$ cat src/sv/arpc_pkg.sv
`default_nettype none
package arpc_pkg;

  localparam int unsigned IP_W  = 32;
  localparam int unsigned MAC_W = 48;
  localparam int unsigned LEN_W = 11;
  localparam int unsigned OP_W  = 16;

  localparam logic [LEN_W-1:0] ARP_HEADER_BYTES = LEN_W'(28);
  localparam logic [OP_W-1:0]  OPCODE_REQUEST   = OP_W'(1);
  localparam logic             KIND_PACKET      = 1'b0;
  localparam logic             KIND_LOOKUP      = 1'b1;

  typedef struct packed {
    logic [IP_W-1:0]  ip;
    logic [MAC_W-1:0] mac;
  } arpc_entry_t;

  typedef struct packed {
    logic hit;
    logic free;
  } arpc_probe_t;

endpackage
`default_nettype wire

$ cat src/sv/arp_cache_learn_and_reply.sv
// ARP binding cache: learns sender IP-to-MAC bindings from received ARP
// packets, answers lookups and flags requests aimed at own_ip.
//
// Input: a transaction is taken when start is high and busy is low; all
// payload ports are sampled at that edge. busy stays high until the work is
// done. Configuration: own_ip is written by cfg_we_i/cfg_wdata_i; the user
// must write it only while the block is idle; the block does not enforce it.
// Result: exactly one per transaction, shown for one cycle with done_o high.
// The receiver cannot stall; a result is simply presented once.
// Timing: a short packet gives its result in the cycle after acceptance. Other
// items walk the table through one shared compare unit, each entry in a
// table RAM read state followed by a compare state, stopping at the first
// match or after the last of the TABLE_ENTRIES entries, and a new item may be
// accepted in the cycle the result is shown.
// Reset: valid bits clear at once, so the table is empty immediately; no
// clearing pass is needed. own_ip resets to 0.
`default_nettype none
module arp_cache_learn_and_reply #(
  parameter int unsigned TABLE_ENTRIES = 16
) (
  input  wire logic                          clk_i,
  input  wire logic                          rst_ni,
  input  wire logic                          start,
  output logic                               busy,
  input  wire logic                          cfg_we_i,
  input  wire logic [arpc_pkg::IP_W-1:0]     cfg_wdata_i,
  input  wire logic                          kind_i,
  input  wire logic [arpc_pkg::LEN_W-1:0]    frame_length_i,
  input  wire logic [arpc_pkg::OP_W-1:0]     operation_i,
  input  wire logic [arpc_pkg::IP_W-1:0]     sender_ip_i,
  input  wire logic [arpc_pkg::MAC_W-1:0]    sender_mac_i,
  input  wire logic [arpc_pkg::IP_W-1:0]     req_dst_ip_i,
  input  wire logic [arpc_pkg::IP_W-1:0]     lookup_ip_i,
  output logic                               done_o,
  output logic                               dropped_o,
  output logic                               send_reply_o,
  output logic      [arpc_pkg::MAC_W-1:0]    reply_dest_mac_o,
  output logic      [arpc_pkg::IP_W-1:0]     reply_dst_ip_o,
  output logic                               lookup_hit_o,
  output logic      [arpc_pkg::MAC_W-1:0]    found_mac_o
);

  import arpc_pkg::*;

  localparam int unsigned IDX_W = $clog2(TABLE_ENTRIES);
  localparam logic [IDX_W-1:0] LAST_IDX = IDX_W'(TABLE_ENTRIES - 1);

  typedef enum logic [1:0] {
    ST_IDLE,
    ST_READ,
    ST_CMP,
    ST_RESOLVE
  } state_e;

  state_e                   state_q;
  logic [IP_W-1:0]          own_ip_q;
  logic [TABLE_ENTRIES-1:0] valid_q;
  logic [IDX_W-1:0]         idx_q;
  logic                     lookup_q;
  logic                     request_q;
  logic [IP_W-1:0]          key_q;
  logic [IP_W-1:0]          req_dst_ip_q;
  logic [MAC_W-1:0]         mac_q;
  logic                     match_q;
  logic [IDX_W-1:0]         match_idx_q;
  logic [MAC_W-1:0]         match_mac_q;
  logic                     free_q;
  logic [IDX_W-1:0]         free_idx_q;

  arpc_entry_t rd_entry;
  arpc_entry_t wr_entry;
  arpc_probe_t probe;
  logic        ram_we;
  logic [IDX_W-1:0] ram_waddr;
  logic        ram_re;

  assign busy = (state_q != ST_IDLE);

  assign ram_re    = (state_q == ST_READ);
  assign ram_we    = (state_q == ST_RESOLVE) && !lookup_q && (match_q || free_q);
  assign ram_waddr = match_q ? match_idx_q : free_idx_q;
  assign wr_entry  = '{ip: key_q, mac: mac_q};

  arpc_ram #(
    .WIDTH($bits(arpc_entry_t)),
    .DEPTH(TABLE_ENTRIES)
  ) u_table (
    .clk_i  (clk_i),
    .we_i   (ram_we),
    .waddr_i(ram_waddr),
    .wdata_i(wr_entry),
    .re_i   (ram_re),
    .raddr_i(idx_q),
    .rdata_o(rd_entry)
  );

  arpc_probe u_probe (
    .entry_i(rd_entry),
    .valid_i(valid_q[idx_q]),
    .key_i  (key_q),
    .probe_o(probe)
  );

  always_ff @(posedge clk_i or negedge rst_ni) begin
    if (!rst_ni) begin
      state_q           <= ST_IDLE;
      own_ip_q          <= '0;
      valid_q           <= '0;
      idx_q             <= '0;
      lookup_q          <= 1'b0;
      request_q         <= 1'b0;
      key_q             <= '0;
      req_dst_ip_q      <= '0;
      mac_q             <= '0;
      match_q           <= 1'b0;
      match_idx_q       <= '0;
      match_mac_q       <= '0;
      free_q            <= 1'b0;
      free_idx_q        <= '0;
      done_o            <= 1'b0;
      dropped_o         <= 1'b0;
      send_reply_o      <= 1'b0;
      reply_dest_mac_o  <= '0;
      reply_dst_ip_o    <= '0;
      lookup_hit_o      <= 1'b0;
      found_mac_o       <= '0;
    end else begin
      done_o <= 1'b0;
      if (cfg_we_i) begin
        own_ip_q <= cfg_wdata_i;
      end
      unique case (state_q)
        ST_IDLE: begin
          if (start) begin
            lookup_q     <= (kind_i == KIND_LOOKUP);
            request_q    <= (operation_i == OPCODE_REQUEST);
            key_q        <= (kind_i == KIND_LOOKUP) ? lookup_ip_i : sender_ip_i;
            req_dst_ip_q <= req_dst_ip_i;
            mac_q        <= sender_mac_i;
            idx_q        <= '0;
            match_q      <= 1'b0;
            free_q       <= 1'b0;
            if (kind_i == KIND_PACKET && frame_length_i < ARP_HEADER_BYTES) begin
              done_o            <= 1'b1;
              dropped_o         <= 1'b1;
              send_reply_o      <= 1'b0;
              reply_dest_mac_o  <= '0;
              reply_dst_ip_o    <= '0;
              lookup_hit_o      <= 1'b0;
              found_mac_o       <= '0;
            end else begin
              state_q <= ST_READ;
            end
          end
        end
        ST_READ: begin
          state_q <= ST_CMP;
        end
        ST_CMP: begin
          if (probe.hit) begin
            match_q     <= 1'b1;
            match_idx_q <= idx_q;
            match_mac_q <= rd_entry.mac;
          end
          if (probe.free && !free_q) begin
            free_q     <= 1'b1;
            free_idx_q <= idx_q;
          end
          if (probe.hit || idx_q == LAST_IDX) begin
            state_q <= ST_RESOLVE;
          end else begin
            idx_q   <= idx_q + 1'b1;
            state_q <= ST_READ;
          end
        end
        ST_RESOLVE: begin
          if (!lookup_q && !match_q && free_q) begin
            valid_q[free_idx_q] <= 1'b1;
          end
          done_o    <= 1'b1;
          dropped_o <= 1'b0;
          if (lookup_q) begin
            send_reply_o      <= 1'b0;
            reply_dest_mac_o  <= '0;
            reply_dst_ip_o    <= '0;
            lookup_hit_o      <= match_q;
            found_mac_o       <= match_q ? match_mac_q : '0;
          end else begin
            lookup_hit_o <= 1'b0;
            found_mac_o  <= '0;
            if (request_q && req_dst_ip_q == own_ip_q) begin
              send_reply_o      <= 1'b1;
              reply_dest_mac_o  <= mac_q;
              reply_dst_ip_o    <= key_q;
            end else begin
              send_reply_o      <= 1'b0;
              reply_dest_mac_o  <= '0;
              reply_dst_ip_o    <= '0;
            end
          end
          state_q <= ST_IDLE;
        end
        default: begin
          state_q <= ST_IDLE;
        end
      endcase
    end
  end

endmodule
`default_nettype wire

$ cat src/sv/arpc_ram.sv
`default_nettype none
module arpc_ram #(
  parameter int unsigned WIDTH = 80,
  parameter int unsigned DEPTH = 16
) (
  input  wire logic                     clk_i,
  input  wire logic                     we_i,
  input  wire logic [$clog2(DEPTH)-1:0] waddr_i,
  input  wire logic [WIDTH-1:0]         wdata_i,
  input  wire logic                     re_i,
  input  wire logic [$clog2(DEPTH)-1:0] raddr_i,
  output logic      [WIDTH-1:0]         rdata_o
);

  logic [WIDTH-1:0] mem_q [DEPTH];

  always_ff @(posedge clk_i) begin
    if (we_i) begin
      mem_q[waddr_i] <= wdata_i;
    end
    if (re_i) begin
      rdata_o <= mem_q[raddr_i];
    end
  end

endmodule
`default_nettype wire

$ cat src/sv/arpc_probe.sv
`default_nettype none
module arpc_probe (
  input  wire arpc_pkg::arpc_entry_t        entry_i,
  input  wire logic                         valid_i,
  input  wire logic [arpc_pkg::IP_W-1:0]    key_i,
  output arpc_pkg::arpc_probe_t             probe_o
);

  import arpc_pkg::*;

  always_comb begin
    probe_o.hit  = valid_i && (entry_i.ip == key_i);
    probe_o.free = !valid_i;
  end

endmodule
`default_nettype wire
$ cat config.mk
export PLATFORM = sky130hd
export DESIGN_NAME = arp_cache_learn_and_reply
export DESIGN_NICKNAME = d
export VERILOG_FILES = /design/src/sv/arpc_pkg.sv /design/src/sv/arp_cache_learn_and_reply.sv /design/src/sv/arpc_ram.sv /design/src/sv/arpc_probe.sv
export SDC_FILE = /design/constraint.sdc
export NUM_CORES = 2
export LEC_CHECK = 0
export BUFFER_PORTS_ARGS = -buffer_cell sky130_fd_sc_hd__buf_2
export CAP_MARGIN = 20
export CORE_ASPECT_RATIO = 0.8
export CORE_MARGIN = 8
export CORE_UTILIZATION = 40
export DETAILED_ROUTE_END_ITERATION = 7
export PLACE_DENSITY = 0.54
export SYNTH_ARGS = -nofsm -noshare
export SYNTH_HDL_FRONTEND = slang
export SYNTH_HIERARCHICAL = 1
export SYNTH_SLANG_ARGS = --single-unit
$ cat constraint.sdc
create_clock -name clk_i -period 9.5 [get_ports clk_i]
set_input_delay 2.85 -clock clk_i [delete_from_list [all_inputs] [get_ports clk_i]]
set_output_delay 2.85 -clock clk_i [all_outputs]
set_load 0.005 [all_outputs]
==> impl_metrics.toml <==
[worst_setup_path]
crit_slowest_cell = "or4_4"
crit_type = "input port to flip-flop"
cpPeakStageDelay_ns = 0.84
path_cells = "buf_2 -> and2_4 -> a41oi_4 -> or4_4 -> buf_4 -> o31ai_1"
ff2ff_setup_slack_ns = 4.86
path_delay_family = "simple AND/OR/NAND/NOR gates"
cp.required_ns = 10.18
path_buf_inv = 2
crit_path_end_kind = "flip-flop"
cp.arrival_ns = 6.03
rr_worst_depth = 9
cp_max_fo = 56
start_kind = "input port"
r2r_start = "idx_q[1]$_DFFE_PN0P_"
reg2reg_to = "match_mac_q[5]$_DFFE_PN0P_"

[synthesis]
synth-edff-count = 1360
ys_top_cells_by_area = "edfxtp_1, dfrtp_1, mux4_2, mux2_2, a22oi_1"
ys_seq_area_frac = 0.7620
ys_types = 49
synthFlopType = "edfxtp_1"
synth_cells = 3282
avgSynthCellArea_um2 = 19.91
yosysTopAreaCell = "edfxtp_1"
synth_fp_nets = 3496
yosysMostFrequentCell = "edfxtp_1"
ys_ff_latch = 1718
syn_area_um2 = 65350
synthTopCellsByCount = "edfxtp_1, dfrtp_1, mux4_2"
async_flop_share = 0.2084
yosysWarnings = 6
synth_top_cell_area_share = 0.6249

[power]
seq_power_share = 0.525
p_switching_mw = 5.481
clockPowerShare = 0.329
swShare = 0.2739
cellLeakagePower_nw = 25.99
ir_drop_mv = 0.1842
power.density_nw_per_um2 = 266.6
p_int_mw = 14.53
pwr-share-comb = 0.147

[route]
antenna_left = 0
drt_pre_antenna_iters = 7
drtIter0Drc = 2649
drt_wl_total_um = 164000
wl_per_cell_um = 27.55
vias = 32800
drc = 0
via_per_inst = 5.507

[sta]
grt_setup_unrepaired = "no"
fin_crit_ns = 5.348
max_slew.worst_pin.slew_ns = 1.127
slew_violations = 0
fin_tns_setup_ns = 0
slew_headroom = 0.2485
finalSetupViolCount = 0
holdWs_ns = 0.4665
fin_ws_ns = 4.152
final.period_utilization = 0.5630
hold_viol_final = 0
max_freq_mhz = 187.0
skew_ns = 0.02558

[clock_tree]
root_buffer = "clkbuf_16"
cts_buffer_depth = 3
h-tree-depth = 4
cts_tree = "built"
cts_resized = 0
cts.clk_slew.worst_paths_ns = 0.06
post_cts_buffers = 0
cts_buffers = 170
clock_sinks = 1718
clk_latency_ns = 0.80
cts_hold_buf = 0

[global_route]
antenna_found_initial = 3
grt_pass1_vias = 34310
overflow = 0
grt_max_degree = 166
grt_pass1_wl_um = 240500
grt_usage = 0.1842

[hold_path]
hold_start = "reply_dst_ip_o[8]$_DFFE_PN0P_"
hold_depth = 2
hp-class = "flip-flop to flip-flop"
worstHoldEndpoint = "reply_dst_ip_o[8]$_DFFE_PN0P_"

[final_layout]
final_layout_size_suffix_gt1_frac = 0.3108
nNetsFinal = 3880
area_growth_pct = 14.87
final_cell_count_no_fill = 5955

[placed_design]
io_buffers = 338
gp_congestion = 0.7294
place_hpwl_um = 87020
dp.cells = 5638
place_ws_ns = 3.266

[floorplan]
fp.dieW_um = 467.9
rows = 132
initial_core_util = 0.4033
dieArea_um2 = 176600
core_um2 = 162000
boundaryPins = 341
die_h_um = 377.5

[flow_run]
drv_cap = 0

[run_status]
outcome = "finished clean"
power by group through the flow:
stage               logic [mW]  clock network [mW]  registers [mW]
global placement          2.99                   0            10.7
detailed placement        3.01                   0            10.7
finish                    2.94                6.57            10.5
global route              3.21                7.04            10.6
CTS                       3.01                6.75            10.5
floorplan                 2.18                   0            10.2
tightest hold or removal path, cell delays in order (launching register included):
cell and delay [ns]:
dfrtp_1 0.34, nand2_1 0.05, o31ai_1 0.05
sequential cells by signal (all words and copies together), names as in the netlist, 2 cells and up:
signal	flops
valid_q	16
mac_q	48
own_ip_q	32
u_table/rdata_o	80
match_idx_q	4
idx_q	4
reply_dest_mac_o	48
free_idx_q	4
req_dst_ip_q	32
found_mac_o	48
key_q	32
u_table/mem_q	1280
match_mac_q	48
reply_dst_ip_o	32
state_q	2
cell type report:
type | instances | area (um^2)
Clock buffer | 224 | 4628
Sequential cell | 1718 | 49810
Inverter | 25 | 93.84
Clock inverter | 91 | 799.5
Tap cell | 2144 | 2683
Multi-Input combinational cell | 1343 | 14760
Timing Repair Buffer | 408 | 2290
Fill cell | 13700 | 86960
Antenna cell | 2 | 5.005
per-stage QoR:
stage	power, mW	instance area (um^2)	util
floorplan	12.39	65350	-
global placement	13.64	69630	0.4298
detailed placement	13.69	69630	0.4298
CTS	20.29	75060	0.4633
global route	20.89	75060	0.4633
finish	20.01	75060	0.4633
worst max path at each step:
stage	startpoint	endpoint	cells past startpoint
after floorplan	state_q[1]$_DFFE_PN0P_	u_table/mem_q[0][0]$_DFFE_PP_	5
after global placement	start	reply_dest_mac_o[22]$_DFFE_PN0P_	6
after detailed placement	start	reply_dest_mac_o[6]$_DFFE_PN0P_	6
after CTS	start	reply_dest_mac_o[6]$_DFFE_PN0P_	6
after global routing	start	reply_dest_mac_o[6]$_DFFE_PN0P_	6
final	start	reply_dest_mac_o[6]$_DFFE_PN0P_	6
layout by cell type (no fill, tap or decap), types with 5 or more instances in the layout:
| cell | n |
|---|---|
| clkinv_2 | 29 |
| clkbuf_16 | 171 |
| nand4_1 | 7 |
| clkinv_8 | 6 |
| edfxtp_1 | 1360 |
| mux2i_1 | 38 |
| clkbuf_1 | 38 |
| a22o_1 | 48 |
| buf_4 | 65 |
| a21oi_1 | 9 |
| clkinvlp_4 | 6 |
| clkinv_1 | 28 |
| nor2_4 | 14 |
| nor4_1 | 13 |
| o41ai_2 | 9 |
| inv_6 | 7 |
| nor2_1 | 5 |
| inv_1 | 25 |
| bufinv_16 | 9 |
| ha_1 | 5 |
| a31o_2 | 5 |
| dfrtp_1 | 356 |
| nand3_1 | 79 |
| mux2_2 | 156 |
| xor2_1 | 47 |
| nand2_1 | 222 |
| xnor2_1 | 17 |
| nor3_2 | 5 |
| o21ai_0 | 57 |
| o21bai_1 | 9 |
| mux4_2 | 322 |
| a22oi_1 | 161 |
| buf_2 | 337 |
| buf_12 | 5 |
| o31ai_1 | 74 |
| clkbuf_8 | 15 |
cell families after synthesis:
logic type | share of synthesized area
buffers and inverters | 0.01514
AO/OA/AOI/OAI | 0.04417
multiplexers | 0.1437
flip-flops | 0.7620
AND/OR/NAND/NOR | 0.02525
adder cells (fa/ha/maj) | 0.001149
XOR/XNOR | 0.008577
layer usage:
| layer | up-vias | GRT usage | share of wire |
|---|---|---|---|
| met2 | 851 | 0.2992 | 0.48 |
| met3 | 159 | 0.03284 | 0.052 |
| met1 | 17730 | 0.2628 | 0.45 |
| met5 | - | 0 | 0 |
| li1 | 14060 | - | - |
| met4 | 0 | 0.03850 | 0.016 |
Power figures use the tool's default switching activity.
